### config.mk
export PLATFORM = sky130hd
export DESIGN_NAME = lbmp_modmul
export DESIGN_NICKNAME = d
export VERILOG_FILES = /design/src/design/lbmp_pkg.sv /design/src/design/lbmp_modmul.sv
export SDC_FILE = /design/constraint.sdc
export NUM_CORES = 1
export LEC_CHECK = 0
export ABC_AREA = 1
export BUFFER_PORTS_ARGS = -buffer_cell sky130_fd_sc_hd__buf_2
export CORE_MARGIN = 1.5
export CORE_UTILIZATION = 29
export CTS_CLUSTER_SIZE = 25
export DETAILED_ROUTE_END_ITERATION = 6
export PLACE_DENSITY = 0.56
export SLEW_MARGIN = 5
export SYNTH_ARGS = -nofsm -noshare
export SYNTH_HDL_FRONTEND = slang
export SYNTH_SLANG_ARGS = --single-unit
### constraint.sdc
create_clock -name clk -period 7.15 [get_ports clk]
set_clock_uncertainty 0.2 [all_clocks]
set_input_delay 0.715 -clock clk [delete_from_list [all_inputs] [get_ports clk]]
set_output_delay 0.715 -clock clk [all_outputs]
set_load 0.005 [all_outputs]
### src/design/lbmp_pkg.sv
// Shared types and constants for the Lucas binomial core.
`timescale 1ns / 1ps
package lbmp_pkg;
	localparam int TABLE_DEPTH = 65536;
	localparam int ADDR_W = $clog2(TABLE_DEPTH);
	localparam int VAL_W = 16;
	localparam int ARG_W = 32;

	typedef logic [ADDR_W-1:0] addr_t;
	typedef logic [VAL_W-1:0] val_t;
	typedef logic [ARG_W-1:0] arg_t;

	typedef struct packed {
		logic  we;
		addr_t waddr;
		val_t  wdata;
		addr_t raddr_a;
		addr_t raddr_b;
	} tbl_port_t;
endpackage

### src/design/lbmp_modmul.sv
// Sequential shift-add modular multiplier: a*b mod p, one bit of b per cycle.
`timescale 1ns / 1ps
module lbmp_modmul import lbmp_pkg::*; (
	input  logic       clk,
	input  logic       arst_n,
	input  logic       start,
	input  val_t       a,
	input  val_t       b,
	input  logic [16:0] p,
	output logic       done,
	output val_t       res
);
	logic [16:0] acc_q, base_q, p_q;
	val_t        b_q;
	logic        busy_q;
	logic [17:0] acc2, base2, accs;

	always_comb begin
		accs  = {1'b0, acc_q} + {1'b0, base_q};
		if (accs >= {1'b0, p_q}) accs = accs - {1'b0, p_q};
		base2 = {base_q, 1'b0};
		if (base2 >= {1'b0, p_q}) base2 = base2 - {1'b0, p_q};
		acc2 = b_q[0] ? accs : {1'b0, acc_q};
	end

	always_ff @(posedge clk or negedge arst_n) begin
		if (!arst_n) begin
			busy_q <= 1'b0;
			done   <= 1'b0;
		end else begin
			done <= 1'b0;
			if (start) begin
				busy_q <= 1'b1;
			end else if (busy_q && b_q == '0) begin
				busy_q <= 1'b0;
				done   <= 1'b1;
			end
		end
	end

	always_ff @(posedge clk) begin
		if (start) begin
			acc_q  <= '0;
			p_q    <= p;
			base_q <= ({1'b0, a} >= p) ? ({1'b0, a} - p) : {1'b0, a};
			b_q    <= b;
		end else if (busy_q && b_q != '0) begin
			acc_q  <= acc2[16:0];
			base_q <= base2[16:0];
			b_q    <= b_q >> 1;
		end
	end
	assign res = acc_q[VAL_W-1:0];
endmodule

# After elaboration in Yosys (flattened, before gate mapping)
# Index checks and enable logic that the tools add are counted.
word_totals:
  reg_bits: 69
  input_bits: 52
  output_inout_bits: 17
  wordCells: 31
classes:
  n_addsub: 4
  order_cmp: 3
  mux: 11
  n_reduce_logical: 7
ops:
  columns: ["cell", "n"]
  rows:
  - ["2-to-1 mux 17 bit", 5]
  - ["greater-or-equal comparator 18 x 17 -> 1 bit", 2]
  - ["subtractor 17 bit", 2]
  - ["2-to-1 mux 16 bit", 2]
  - ["adder 17 x 17 -> 18 bit", 1]
  - ["greater-or-equal comparator 16 x 17 -> 1 bit", 1]
  - ["subtractor 16 x 17 -> 17 bit", 1]
  - ["zero test 16 bit", 1]
  - ["nonzero test 16 bit", 1]
  - ["2-to-1 mux 1 bit", 4]
  - ["nonzero test 2 bit", 2]
  - ["logical AND 1 bit", 2]
  - ["AND reduction 2 bit", 1]

# Depth between registers and ports, before layout
depth:
  ltp_word: 4
  depth_mapped: 28
  depth_no_buf: 27

# Worst setup path after synthesis
# Ideal clock, no wire load.
synth_path:
  kind: "reg-to-reg"
  start: "reg base_q[0]"
  end: "reg acc_q[7]"
  setup_time_ps: 139
  arrival_time_ps: 3058
  t_required_ps: 6811
  setup_slack_ps: 3754
  path_stages_with_launch: 27
  n_path_buf: 1
  period_less_slack_ps: 3396
  path_cell_list: "edfxtp_1 ha_1 inv_1 fa_1 inv_1 nand3_1 nand3_1 nand2_1 nand2_1 nand2_1 nand2_1 nand2_1 nand2_1 inv_1 ha_1 nand2_1 nor3_1 nand2_2 nand2_2 nand2_1 nand2_2 nand2_4 nand2_4 buf_12 nand2_4 nand3_2 a21oi_2"
synth_via:
  elab_chain_len: 3
  elab_cells_between_ends: 4
  cone_classes: "2 x add/sub; 1 x order compare; 1 x mux"
synth_rtl:
  columns: ["element", "line", "rtl"]
  rows:
  - ["start, declared", "lbmp_modmul.sv:13", "logic [16:0] acc_q, base_q, p_q;"]
  - ["start signal, assigned", "lbmp_modmul.sv:45", "base_q <= ({1'b0, a} >= p) ? ({1'b0, a} - p) : {1'b0, a};"]
  - ["start signal, assigned", "lbmp_modmul.sv:49", "base_q <= base2[16:0];"]
  - ["adder 17 x 17 -> 18 bit (*)", "lbmp_modmul.sv:19", "accs = {1'b0, acc_q} + {1'b0, base_q};"]
  - ["subtractor 17 bit / greater-or-equal comparator 18 x 17 -> 1 bit (equally long branches)", "lbmp_modmul.sv:20", "if (accs >= {1'b0, p_q}) accs = accs - {1'b0, p_q};"]
  - ["2-to-1 mux 17 bit (*)", "lbmp_modmul.sv:20", null]
  - ["end signal, assigned", "lbmp_modmul.sv:48", "acc_q <= acc2[16:0];"]
  - ["end, declared", "lbmp_modmul.sv:13", null]
# Mark *: on every way between the ends. The rest lies on a longest branch, timed or not.
# A chain may end at the register's enable or synchronous reset.

# Final worst setup path
layout_path:
  start: "reg base_q[0]"
  end: "reg acc_q[2]"
# The elaborated chain is that of the path after synthesis.

==> out/metrics.csv <==
stage,metric,value,unit
run_status,status,finished clean,
sta,max_slew headroom,41.8,%
placement,Inst Count DP,1441,
floorplanning,FP Rows,58,
worst_setup_path,Critical Path Source Type,register,
worst_setup_path,crit path max fanout,18,
power_and_ir_drop,leak pwr,4.35,nW
clock_network,hold buffer count at cts,1,
floorplanning,core area,25300,um^2
global_route,busiest layer in global routing,met2,
global_route,pin count of the biggest net entering global routing,74,
worst_setup_path,Setup Crit Path Kind,reg -> reg,
sta,# setup viols final,0,
drt,routed len/inst,13.9,um
worst_setup_path,critical path data arrival time,4.02,ns
layout,fraction of layout cells with a size suffix above 1,15.6,%
layout,multi-input logic area,4640,um^2
logic_synthesis,Synth Warn #,0,
layout,cell area after layout,8290,um^2
clock_network,CTS Buffer Depth,2,
placement,Place WS,3.12,ns
sta,worst hold slack,0.285,ns
placement,PortBufs,68,
logic_synthesis,mapped cell area,7480,um^2
layout,Ant. Diodes,0,
layout,Fillers,2777,
sta,fin worst setup slack,3.11,ns
layout,"commonest non-fill, non-tap cell in the layout",nand2_1,
logic_synthesis,"FF+latch count, synth",69,
floorplanning,# IOs,69,
layout,"commonest cells after routing, fill and taps aside","nand2_1, inv_1, nand3_1, buf_2, ha_1",
power_and_ir_drop,peak supply drop,218,uV
power_and_ir_drop,Power Density,536,nW/um^2
logic_synthesis,asr flop ratio synth,2.90,%
sta,unrepaired setup endpoints after global routing,false,
clock_network,depth of the CTS H-tree,3,
drt,vias after detailed routing,6820,
placement,routability congestion estimate,0.947,
clock_network,Worst-path clk slew,0.07,ns
run,MaxCap Viol Count,0,
clock_network,CTS sink cnt,69,
global_route,GRT Total Usage,15.4,%
global_route,met2 Resource Use GR,23.9,%
floorplanning,Die ar.,26800,um^2
drt,vias per cell,4.68,
sta,post-route minimum period,4.04,ns
drt,"antenna viol nets, final",0,
global_route,antenna violations before repair,0,
logic_synthesis,Main synth FF type,edfxtp_1,
global_route,global-route wire length before repair,32.6,mm
clock_network,clk root buf,clkbuf_16,
global_route,grt total ovfl,0,
clock_network,worst skew pair latency,0.34,ns
global_route,grt met1 use,23.0,%
layout,Area Growth Syn to Fin,10.8,%
worst_setup_path,crit end category,register,
placement,DP Area,7970,um^2
drt,first drt pass iteration count,4,
clock_network,CTS tree,yes,
logic_synthesis,Post-Syn Instances,1075,
sta,Max Transition Viols Final,0,
logic_synthesis,"EDFF count, synth",50,
layout,final core occ,32.8,%
clock_network,CTS buffer count,9,
worst_hold_path,HP Class,reg -> reg,
floorplanning,Initial Utilization,29.6,%
layout,fin nets,1246,
logic_synthesis,post-synthesis average cell area,6.96,um^2
placement,Post-DP HPWL,16.7,mm
clock_network,Post-CTS Setup Repair Bufs,0,
sta,final hold violations,0,
floorplanning,DIE WIDTH,164,um
logic_synthesis,distinct cell type count after synthesis,52,
layout,Register Area,1890,um^2
sta,Fmax,248,MHz
logic_synthesis,sequential fraction of the synthesis area,25.3,%
layout,"Cell Count, Final, Fillers Out",1458,
global_route,vias in the first global route,6489,
clock_network,post_cts resized,0,
drt,residual DRC count,0,
sta,Final Cycle Share,56.5,%
floorplanning,Die Ht,164,um
worst_setup_path,Critical Path RT,7.13,ns
sta,post-route setup TNS,0,ns
power_and_ir_drop,Tot Pwr,4.45,mW
drt,DR iter-0 viols,429,
sta,worst-margin pin slew,0.872,ns
drt,DRT Wirelength,20.3,mm
global_route,M3 GR Usage,1.40,%
logic_synthesis,Synth Net Count,1198,
==> layer usage <==
metal | part of all wire [%] | up-vias
met5 | 0 | -
met2 | 43 | 133
met1 | 53 | 3090
li1 | - | 3586
met4 | 0.88 | 0
met3 | 3.7 | 11
==> critical path: stages (launching register included) <==
cell	delay, ns
edfxtp_1	0.44
ha_1	0.22
inv_1	0.06
fa_1	0.39
inv_1	0.09
nand3_1	0.06
nand3_1	0.10
nand2_1	0.06
nand2_1	0.16
nand2_1	0.10
nand2_1	0.06
nand2_1	0.04
nand2_1	0.07
inv_1	0.05
ha_1	0.33
nand2_1	0.13
nor2_1	0.22
nand2_1	0.08
clkinv_1	0.06
a31oi_1	0.10
nand2_2	0.11
nand2_4	0.14
nand2_4	0.33
nand2_1	0.10
nand3_1	0.09
a21oi_1	0.06
==> synthesized netlist by cell type, types with 15 or more instances <==
master    count  area share (%)
nand3_2      15             2.0
xnor2_1      16             1.9
nand4_1      19             1.6
nor2_1       54             2.7
buf_4        16             1.6
a21oi_1      66             4.4
nand3_1      74             4.9
xor2_1       21             2.5
o21ai_0      32             2.1
nand2_1     315              16
edfxtp_1     50              20
dfxtp_1      17             4.5
ha_1         67              11
nand2_2      19             1.6
inv_1       159             8.0
==> flip-flops by register name, summed over array words and instances (netlist names) <==
signal / count
acc_q: 17
base_q: 17
p_q: 17
b_q: 16
busy_q: 1
done: 1
==> logic make-up (layout without fill, tap and decap cells) <==
group,Yosys count,in the layout,share of synthesized area (%)
adder cells (fa/ha/maj),71,71,12.3
flip-flops,69,69,25.3
AND/OR/NAND/NOR,538,538,33.2
AO/OA/AOI/OAI,150,150,12.2
buffers and inverters,210,263,12.6
XOR/XNOR,37,37,4.33
==> layout make-up <==
type | instances | share of cell area (%)
Inverter | 174 | 7.88
Tap cell | 330 | 4.98
Clock inverter | 6 | 0.845
Clock buffer | 10 | 2.88
Multi-Input combinational cell | 796 | 56.0
Timing Repair Buffer | 73 | 4.59
Sequential cell | 69 | 22.8
==> report_power, final <==
part           internal (mW)  switching (mW)  total (mW)
registers              0.554           0.127       0.681
clock network          0.282           0.187       0.470
logic                   1.18            2.12        3.30
total                   2.01            2.43        4.45
==> path summary, 6_finish.rpt <==
kind / depth (start not counted) / start / end / slack, ns
hold / removal: 2 / acc_q[16] / acc_q[16] / 0.29
setup reg to reg: 25 / base_q[0] / acc_q[2] / 3.11
min in group asynchronous: 2 / arst_n / done / 0.50
hold reg to reg: 2 / acc_q[16] / acc_q[16] / 0.29
setup / recovery: 25 / base_q[0] / acc_q[2] / 3.11
max in group asynchronous: 2 / arst_n / busy_q / 6.14
(Power assumes the default switching activity.)
