<file path="src/design/lbmp_pkg.sv">
// Shared types and constants for the Lucas binomial core.
`timescale 1ns / 1ps
package lbmp_pkg;
	localparam int TABLE_DEPTH = 65536;
	localparam int ADDR_W = $clog2(TABLE_DEPTH);
	localparam int VAL_W = 16;
	localparam int ARG_W = 32;

	typedef logic [ADDR_W-1:0] addr_t;
	typedef logic [VAL_W-1:0] val_t;
	typedef logic [ARG_W-1:0] arg_t;

	typedef struct packed {
		logic  we;
		addr_t waddr;
		val_t  wdata;
		addr_t raddr_a;
		addr_t raddr_b;
	} tbl_port_t;
endpackage

</file>
<file path="src/design/lbmp_divmod.sv">
// Sequential restoring divider: 32-bit value by 17-bit divisor, one bit per cycle.
`timescale 1ns / 1ps
module lbmp_divmod import lbmp_pkg::*; (
	input  logic        clk,
	input  logic        arst_n,
	input  logic        start,
	input  arg_t        num,
	input  logic [16:0] den,
	output logic        done,
	output arg_t        quo,
	output logic [16:0] rem
);
	logic [5:0]  cnt_q;
	logic        busy_q;
	logic [17:0] trial;

	assign trial = {rem, quo[ARG_W-1]};

	always_ff @(posedge clk or negedge arst_n) begin
		if (!arst_n) begin
			busy_q <= 1'b0;
			done   <= 1'b0;
			cnt_q  <= '0;
		end else begin
			done <= 1'b0;
			if (start) begin
				busy_q <= 1'b1;
				cnt_q  <= 6'(ARG_W);
			end else if (busy_q) begin
				cnt_q <= cnt_q - 6'd1;
				if (cnt_q == 6'd1) begin
					busy_q <= 1'b0;
					done   <= 1'b1;
				end
			end
		end
	end

	always_ff @(posedge clk) begin
		if (start) begin
			quo <= num;
			rem <= '0;
		end else if (busy_q) begin
			if (trial >= {1'b0, den}) begin
				rem <= 17'(trial - {1'b0, den});
				quo <= {quo[ARG_W-2:0], 1'b1};
			end else begin
				rem <= trial[16:0];
				quo <= {quo[ARG_W-2:0], 1'b0};
			end
		end
	end
endmodule

</file>
<file path="config.mk">
export PLATFORM = sky130hd
export DESIGN_NAME = lbmp_divmod
export DESIGN_NICKNAME = d
export VERILOG_FILES = /design/src/design/lbmp_pkg.sv /design/src/design/lbmp_divmod.sv
export SDC_FILE = /design/constraint.sdc
export NUM_CORES = 1
export LEC_CHECK = 0
export BUFFER_PORTS_ARGS = -buffer_cell sky130_fd_sc_hd__buf_2
export CAP_MARGIN = 20
export CORE_MARGIN = 4
export CORE_UTILIZATION = 35
export CTS_CLUSTER_DIAMETER = 60
export DETAILED_ROUTE_END_ITERATION = 7
export GPL_TIMING_DRIVEN = 0
export PLACE_DENSITY_LB_ADDON = 0.3
export SYNTH_ARGS = -nofsm -noshare
export SYNTH_HDL_FRONTEND = slang
export SYNTH_SLANG_ARGS = --single-unit
export TNS_END_PERCENT = 1
</file>
<file path="constraint.sdc">
create_clock -name clk -period 3.7 [get_ports clk]
set_input_delay 0.185 -clock clk [delete_from_list [all_inputs] [get_ports clk]]
set_output_delay 0.185 -clock clk [all_outputs]
set_load 0.05 [all_outputs]
</file>
Word level (Yosys, flattened, before mapping)
Index checks and enable logic that the tools add are counted.

word-level totals
  flip-flop bits (word level) = 57
  input port bits = 52
  output and inout port bits = 50
  logic and storage cells = 22

operators by class
  $add $sub $neg = 2
  magnitude comparators = 1
  equality and inequality tests = 1
  mux-type cells = 12
  reduce and logical (&&, ||, !) cells = 1

operators by type and width
  cell                                                                 count
  32-bit 2-to-1 mux                                                    2
  18-bit by 17-bit greater-or-equal comparator with 1-bit output       1
  17-bit 2-to-1 mux                                                    1
  17-bit subtractor                                                    1
  6-bit 2-to-1 mux                                                     2
  1-bit 2-to-1 mux                                                     7
  6-bit by 1-bit == test with 1-bit output (second input constant)     1
  6-bit by 1-bit subtractor with 6-bit output (second input constant)  1
  2-bit nonzero test                                                   1

Longest topological paths before layout
Gate-level depths: netlist of run 1.

  depth in word-level cells = 4
  gate-level depth with buffers = 11
  mapped depth without buffers = 10

Worst setup path after synthesis of run 1
OpenSTA, ideal clock, no wires.

  path type = reg-to-reg
  from = register quo[31]
  to = register rem[10]
  library setup time = 0.086 ns
  arrival time = 2.843 ns
  required time = 3.614 ns
  setup slack = 0.772 ns
  cell stages (with the launch flop) = 12
  buffers on the path = 1
  clock period less this slack = 2.928 ns
  cells stage by stage = edfxtp_1 -> inv_1 -> ha_1 -> inv_1 -> fa_1 -> a21o_1 -> a221oi_4 -> o211ai_2 -> a211o_4 -> buf_6 -> mux2i_1 -> a211oi_1

on the way
  cells in the longest elaborated chain, start to end = 2
  elaborated cells on any way between the ends = 3
  classes of those cells = 1 x add/sub; 1 x order compare; 1 x mux

ends and longest elaborated chain
  item                                                                                                 RTL line                              source
  start: declaration                                                                                   lbmp_divmod.sv:10                     output arg_t quo,
  start signal: assignment                                                                             lbmp_divmod.sv:41                     quo <= num;
  start signal: assignment                                                                             lbmp_divmod.sv:46                     quo <= {quo[ARG_W-2:0], 1'b1};
  start signal: assignment                                                                             lbmp_divmod.sv:49                     quo <= {quo[ARG_W-2:0], 1'b0};
  17-bit subtractor or 18-bit by 17-bit greater-or-equal comparator with 1-bit output (tied branches)  lbmp_divmod.sv:45, lbmp_divmod.sv:44
  17-bit 2-to-1 mux *                                                                                  lbmp_divmod.sv:44                     if (trial >= {1'b0, den}) begin
  end signal: assignment                                                                               lbmp_divmod.sv:45                     rem <= 17'(trial - {1'b0, den});
  end signal: assignment                                                                               lbmp_divmod.sv:48                     rem <= trial[16:0];
  end: declaration                                                                                     lbmp_divmod.sv:11                     output logic [16:0] rem

Every way passes the cells marked *; elsewhere a longest branch is shown, timed or not.
A chain may end at the register's enable or synchronous reset.

Worst setup path after layout of run 1
  from = register quo[31]
  to = register rem[5]

The elaborated chain is that of the path after synthesis.

==> metrics.md, run 1 <==
| Metric | Value |
|---|---|
| Outcome | `completed` |
| First-pass GRT wire length | `13300 um` |
| Post-synthesis cell area | `~0.0035 sq mm` |
| Worst Setup SP | `quo[31]$_DFFE_PP_` |
| Reg2reg setup slack | `0.73 ns` |
| Via/cell ratio | `5.04` |
| Crit path max fanout | `10` |
| # rows | `36` |
| Max Root-Sink Buffers | `2` |
| Async S/R FF share, synth | `around 14%` |
| Die Y | `108 um` |
| Synthesized area per cell | `10.5 sq um` |
| Internal | `approximately 1600 uW` |
| Synth warn | `0` |
| NetSw | `around 1400 uW` |
| Cts repair resizes | `0` |
| Post-detailed-route wirelength per cell | `between 10 and 15 um` |
| Pwr per Cell Area | `approximately 690 mW/mm^2` |
| Tmin final | `between 2 and 3 ns` |
| Largest net degree at the start of global routing | `25` |
| FF+latch count, synth | `between 50 and 60` |
| Clk Latency, worst-skew pair | `about 0.33 ns` |
| WL final | `around 8600 um` |
| Sequential element share of the synthesized area | `between 40% and 50%` |
| Via count | `2951` |
| Layout cell share with drive strength beyond 1 | `a little over a third` |
| Reg clk slew, reported paths | `around 0.060 ns` |
| End of the critical path | `rem[5]$_SDFFE_PP0P_` |
| Worst EP required | `slightly below 4 ns` |
| Num CTS Buffers | `9` |
| Worst R2R End | `rem[5]$_SDFFE_PP0P_` |
| Post-synth cell types | `57` |
| Ant diodes | `0` |
| Vias in the first global route | `roughly 2800` |
| Clock share of power | `between 10% and 20%` |
| Post-synth top flop | `edfxtp_1` |
| Setup Crit Path Kind | `reg -> reg` |
| Top cell type's share of synthesized area | `a little over a quarter` |
| Cell repeated most along the worst path | `inv_1` |
| Critical path cell sequence | `inv_1 -> ha_1 -> inv_1 -> fa_1 -> a21o_1 -> a221oi_4 -> o211ai_2 -> a211o_4 -> buf_6 -> mux2i_1 -> a211oi_1` |
| Worst path buffer plus inverter count | `3` |
| Post-DRT Antenna Nets | `0` |
| Slew Limit Fails | `0` |
| CTS tree | `built` |
| Critical Path AT | `roughly 3.2 ns` |
| Fin Hold WS | `0.154 ns` |
| Htree depth | `3` |
| Max_cap viols | `0` |
| Post-CTS setup buffer count | `0` |
| Cells on worst reg2reg path | `11` |
| P&R area growth vs syn | `24.6%` |
| GR Util All Layers | `14.5%` |
| Initial Util | `a little over a third` |
| Slowest cell on the critical path | `edfxtp_1` |
| Worst-Margin Slew | `~0.66 ns` |
| Fmax | `337 MHz` |
| Die area | `0.0117 sq mm` |
| Clock Skew | `roughly 0.0083 ns` |
| Period utilisation layout | `between 80% and 90%` |
| Core Region | `0.00977 sq mm` |
| Worst hold path class | `in -> reg` |
| Post-DP HPWL | `approximately 6800 um` |
| Max-Slew Margin vs Limit | `between 50% and 60%` |
| Die X | `around 110 um` |
| CTS Hold Buffers Added | `1` |
| Setup violators final | `0` |
| Leakage | `between 0.002 and 0.0025 uW` |
| Initial antenna violation count | `0` |
| Post-synth EDFFs | `32` |
| Setup crit end kind | `flop` |
| Reg power frac | `roughly a third` |
| Global placer's final weighted congestion | `0.812` |
| PortBufs | `a little over 100` |
| Main area contributors after synthesis | `edfxtp_1 27%, mux2_2 10%, dfxtp_1 9.7%` |
| Worst VDD drop | `approximately 0.00033 V` |
| Reg-to-reg startpoint | `quo[31]$_DFFE_PP_` |
| Synth area leader | `edfxtp_1` |
| Ports | `~100` |
| Total congestion overflow | `0` |
| RSZ-0062 raised after global routing | `false` |
| Final #Nets | `between 500 and 600` |
| Logic pwr share | `52.4%` |
| Delay-heaviest family, CP | `compound AO/OA/AOI/OAI gates` |
| Initial DRC count | `approximately 120` |
| Delay of the slowest critical-path stage | `0.46 ns` |
| Hold path startpoint | `num[14]` |
| Final Hold Vio Count | `0` |
| Clock sinks | `57` |
| Syn Nets | `between 400 and 500` |
| Residual DRC | `0` |
| TritonRoute pass-1 iters | `4` |
| Sw Share | `a little under half` |
| Root Driver | `clkbuf_8` |
| WP depth | `11` |
| Post-Synthesis Cells | `roughly 330` |
| Setup TNS | `0 ns` |
| Worst Setup Start Kind | `flop` |
==> cell families (layout without fill, tap and decap cells) <==
family	count (synthesis)	count (layout)	share of synthesized area, %
and+or+nand+nor	90	90	12.4
AOI/OAI and AO/OA	76	76	17.4
DFF	57	57	42.8
buffers and inverters	38	157	4.64
muxes	37	37	11.7
adders and majority gates	20	20	7.35
xor gates and xnor gates	15	15	3.74
==> cell usage after synthesis (all sizes together) (8+ instances only) <==
cell    count
a211oi      9
a21oi      14
buf        11
dfrtp       8
dfxtp      17
edfxtp     32
ha         19
inv        22
mux2       31
nand2      22
nor2       31
o21ai      12
xor2        8
==> power by group through the flow <==
stage	Combinational [uW]	Clock, uW	Sequential, uW
final	1580	466	968
after CTS	1580	478	970
after global routing	1710	510	991
after global placement	1560	0	975
after floorplan	821	0	1370
after detailed placement	1580	0	981
==> worst reg2reg max path: stages, from the launching register on <==
cell and delay (ns):
edfxtp_1 0.46, inv_1 0.09, ha_1 0.15, inv_1 0.05
fa_1 0.40, a21o_1 0.24, a221oi_4 0.38, o211ai_2 0.19
a211o_4 0.41, buf_6 0.17, mux2i_1 0.12, a211oi_1 0.23
==> metal layers <==
layer  vias up  part of all wire [%]  GRT usage, %
li1       1468                     -             -
met1      1378                    44          18.6
met2        99                    48          24.5
met3         6                   6.3          2.15
met4         0                   1.1          5.86
met5         -                     0             0
==> flip-flops by register name, indices dropped and copies added (netlist names) <==
signal,count
rem,17
cnt_q,6
done,1
busy_q,1
quo,32
==> worst min path at each step <==
stage / end / slack, ns / cells past startpoint
after floorplan: busy_q$_DFF_PN0_ / -0.11 / 0
after CTS: quo[14]$_DFFE_PP_ / 0.14 / 2
after global placement: done$_DFF_PN0_ / 0.04 / 1
after detailed placement: busy_q$_DFF_PN0_ / 0.04 / 1
final: quo[14]$_DFFE_PP_ / 0.15 / 2
after global routing: quo[14]$_DFFE_PP_ / 0.14 / 2
==> final cells by class <==
| cell class | count | area, sq um |
|---|---|---|
| sequential | 57 | 1500 |
| tap | 133 | 166 |
| clock inverter | 5 | 23.8 |
| fill | 977 | 5400 |
| buffer | 15 | 76.3 |
| inverter | 23 | 86.3 |
| clock buffer | 11 | 131 |
| timing repair buffer | 103 | 543 |
| multi-input combinational | 238 | 1840 |
==> cell usage in the layout, fill, tap and decap left out, types with 4 or more instances in the layout <==
| cell type | Yosys | final |
|---|---|---|
| a211oi_1 | 8 | 8 |
| a21o_1 | 7 | 7 |
| a21oi_1 | 14 | 14 |
| a311oi_1 | 4 | 4 |
| and3_1 | 6 | 6 |
| buf_1 | 5 | 5 |
| buf_2 | 4 | 105 |
| clkbuf_1 | 4 | 6 |
| clkbuf_8 | 0 | 9 |
| clkinv_2 | 0 | 4 |
| dfrtp_1 | 8 | 8 |
| dfxtp_1 | 17 | 17 |
| edfxtp_1 | 32 | 32 |
| ha_1 | 19 | 19 |
| inv_1 | 22 | 22 |
| mux2_2 | 31 | 31 |
| mux2i_1 | 6 | 6 |
| nand2_1 | 22 | 22 |
| nand3_1 | 6 | 6 |
| nor2_1 | 31 | 31 |
| nor3_1 | 4 | 4 |
| o21a_1 | 4 | 4 |
| o21ai_0 | 11 | 11 |
| or4_1 | 4 | 4 |
| xnor2_1 | 7 | 7 |
| xor2_1 | 8 | 8 |
==> through the flow <==
step	setup slack [ns]	std cells	util [%]	total power, uW	instance area [sq um]
3_5_place_dp	0.737	568	43.0	2560	4210
6_report	0.734	585	44.7	3010	4370
5_1_grt	0.547	585	44.7	3220	4370
2_1_floorplan	0.772	333	-	2190	3510
3_3_place_gp	0.736	567	42.8	2530	4180
4_1_cts	0.712	585	44.7	3030	4370
Power figures use the tool's default switching activity.
==> run 2: changes to the inputs <==
- clock period: 3.7 -> 2.8 ns (I/O delays scaled with it)
==> run 2 against run 1 <==
Design area grew 3.9%. Largest power group unchanged. Total power grew 49%. First-iteration DRC count shrank 9.7%. Clock skew shrank 0.0012 ns. Register-to-register slack lost 0.63 ns.
==> metrics.md, run 2 (synthesis gave the netlist of run 1 again) <==
| Metric | Value |
|---|---|
| Slowest cell on the critical path | `edfxtp_1` |
| Setup WS post-layout | `between 0.1 and 0.15 ns` |
| Most frequent cells in the layout | `105 x buf_2, 32 x edfxtp_1, 31 x mux2_2, 31 x nor2_1` |
| First-pass GRT wire length | `roughly 14000 um` |
| Tmin final | `about 2.7 ns` |
| Pre-CTS WS | `-0.0400 ns` |
| Setup Crit Path Kind | `reg -> reg` |
| Post-DP HPWL | `about 6800 um` |
| Reg clk slew, reported paths | `around 0.070 ns` |
| DRT met1 WL | `slightly below 4000 um` |
| P&R area growth vs syn | `29.6%` |
| Clock Skew | `around 0.0071 ns` |
| Placed instance area | `roughly 0.0042 sq mm` |
| # rows | `36` |
| GR Util All Layers | `between 10% and 20%` |
| Die Y | `108 um` |
| Clock sinks | `57` |
| Worst VDD drop | `roughly 0.00051 V` |
| Worst hold path class | `in -> reg` |
| Max_cap viols | `0` |
| Layout cell share with drive strength beyond 1 | `between 30% and 40%` |
| Final instance area | `approximately 0.0045 sq mm` |
| Most common cell after layout, fill and taps aside | `buf_2` |
| Num CTS Buffers | `9` |
| Ports | `~100` |
| Vias in the first global route | `between 2000 and 3000` |
| Via count | `around 3000` |
| Initial antenna violation count | `0` |
| Setup violators final | `0` |
| Slew Limit Fails | `0` |
| Met3 wire len | `~540 um` |
| Pwr per Cell Area | `988 mW/mm^2` |
| Max Root-Sink Buffers | `2` |
| Crit path max fanout | `10` |
| Period utilisation layout | `96.2%` |
| Fmax | `~370 MHz` |
| Final Hold Vio Count | `0` |
| PortBufs | `101` |
| Htree depth | `3` |
| Total congestion overflow | `0` |
| RSZ-0062 raised after global routing | `true` |
| Critical Path AT | `approximately 2.9 ns` |
| Setup crit end kind | `flop` |
| Via/cell ratio | `roughly 5.0` |
| Clk Latency, worst-skew pair | `between 0.3 and 0.4 ns` |
| Initial Util | `35.9%` |
| Initial DRC count | `approximately 110` |
| Highest Signal Layer | `met4` |
| WL final | `about 8600 um` |
| Die X | `roughly 110 um` |
| Fin Hold WS | `0.111 ns` |
| Core Region | `between 0.009 and 0.01 sq mm` |
| Largest net degree at the start of global routing | `25` |
| Routed wl met2 | `~4000 um` |
| Worst EP required | `about 3.0 ns` |
| Delay of the slowest critical-path stage | `approximately 0.46 ns` |
| Post-detailed-route wirelength per cell | `14.5 um` |
| Worst Setup Start Kind | `flop` |
| Root Driver | `clkbuf_8` |
| Critical path cell sequence | `inv_1 -> ha_1 -> inv_1 -> fa_2 -> a21o_1 -> a221oi_4 -> o211ai_2 -> a211o_4 -> buf_6 -> o311ai_1 -> a311oi_2` |
| Outcome | `completed` |
| Post-DRT Antenna Nets | `0` |
| TritonRoute pass-1 iters | `4` |
| Largest registers | `quo (32), rem (17), cnt_q (6)` |
| Post-layout util | `46.5%` |
| Global placer's final weighted congestion | `roughly 0.82` |
| Leakage | `around 0.0021 uW` |
| Worst-Margin Slew | `just under 0.7 ns` |
| Cell repeated most along the worst path | `inv_1` |
| Biggest register | `quo` |
| Final #Nets | `524` |
| Max FFs per register | `32` |
| Ant diodes | `0` |
| Residual DRC | `0` |
| Die area | `approximately 0.012 sq mm` |
| Design Power | `roughly 4500 uW` |
| Max-Slew Margin vs Limit | `54.1%` |
| CTS tree | `built` |
run 2: metrics by stage:
stage / cells / setup TNS [ns]
final: 590 / 0
after global routing: 590 / -0.0759
after CTS: 586 / 0
after detailed placement: 568 / -0.135
after global placement: 567 / -0.170
after floorplan: 333 / -0.146
run 2: final timing paths:
kind / slack [ns] / startpoint / to / cells past startpoint
min: 0.11 / num[28] / quo[28]$_DFFE_PP_ / 2
max: 0.11 / quo[31]$_DFFE_PP_ / rem[7]$_SDFFE_PP0P_ / 11
max reg2reg: 0.11 / quo[31]$_DFFE_PP_ / rem[7]$_SDFFE_PP0P_ / 11
max in group asynchronous: 2.41 / arst_n / cnt_q[3]$_DFFE_PN0P_ / 2
min reg2reg: 0.53 / rem[3]$_SDFFE_PP0P_ / rem[3]$_SDFFE_PP0P_ / 2
min in group asynchronous: 0.21 / arst_n / busy_q$_DFF_PN0_ / 2
run 2: worst max-delay path: cells and delay by family (launching register included):
kind            cells  cell delay, ns
compound gates      6            1.27
flops               1            0.46
fa+ha+maj           2            0.50
buf+inv             3            0.30
run 2: repair_timing:
| item | in CTS | in global routing |
|---|---|---|
| setup endpoints to repair | 10 | 10 |
| hold buffers | 1 | 0 |
| gates resized for setup | 0 | 1 |
| setup buffers | 1 | 4 |
| hold endpoints to repair | 8 | 0 |
| pin swaps | 1 | 7 |
run 2: cell type report:
type / instances / area [sq um]
Fill cell: 959 / 5230
Multi-Input combinational cell: 238 / 1850
Sequential cell: 57 / 1500
Timing Repair Buffer: 108 / 581
Tap cell: 133 / 166
Clock inverter: 6 / 154
Clock buffer: 10 / 128
Inverter: 23 / 86.3
Buffer: 15 / 76.3
run 2: report_power, final:
part | leakage (uW) | internal (uW) | switching, uW
Clock | 0.000138 | 769 | 308
Sequential | 0.000574 | 1100 | 179
Combinational | 0.00138 | 763 | 1370
Total | 0.00209 | 2630 | 1860
run 2: metal layers:
layer  vias up  global-route usage [%]
li1       1481                       -
met1      1379                    19.1
met2        93                    24.8
met3         8                    2.57
met4         0                    5.14
met5         -                       0
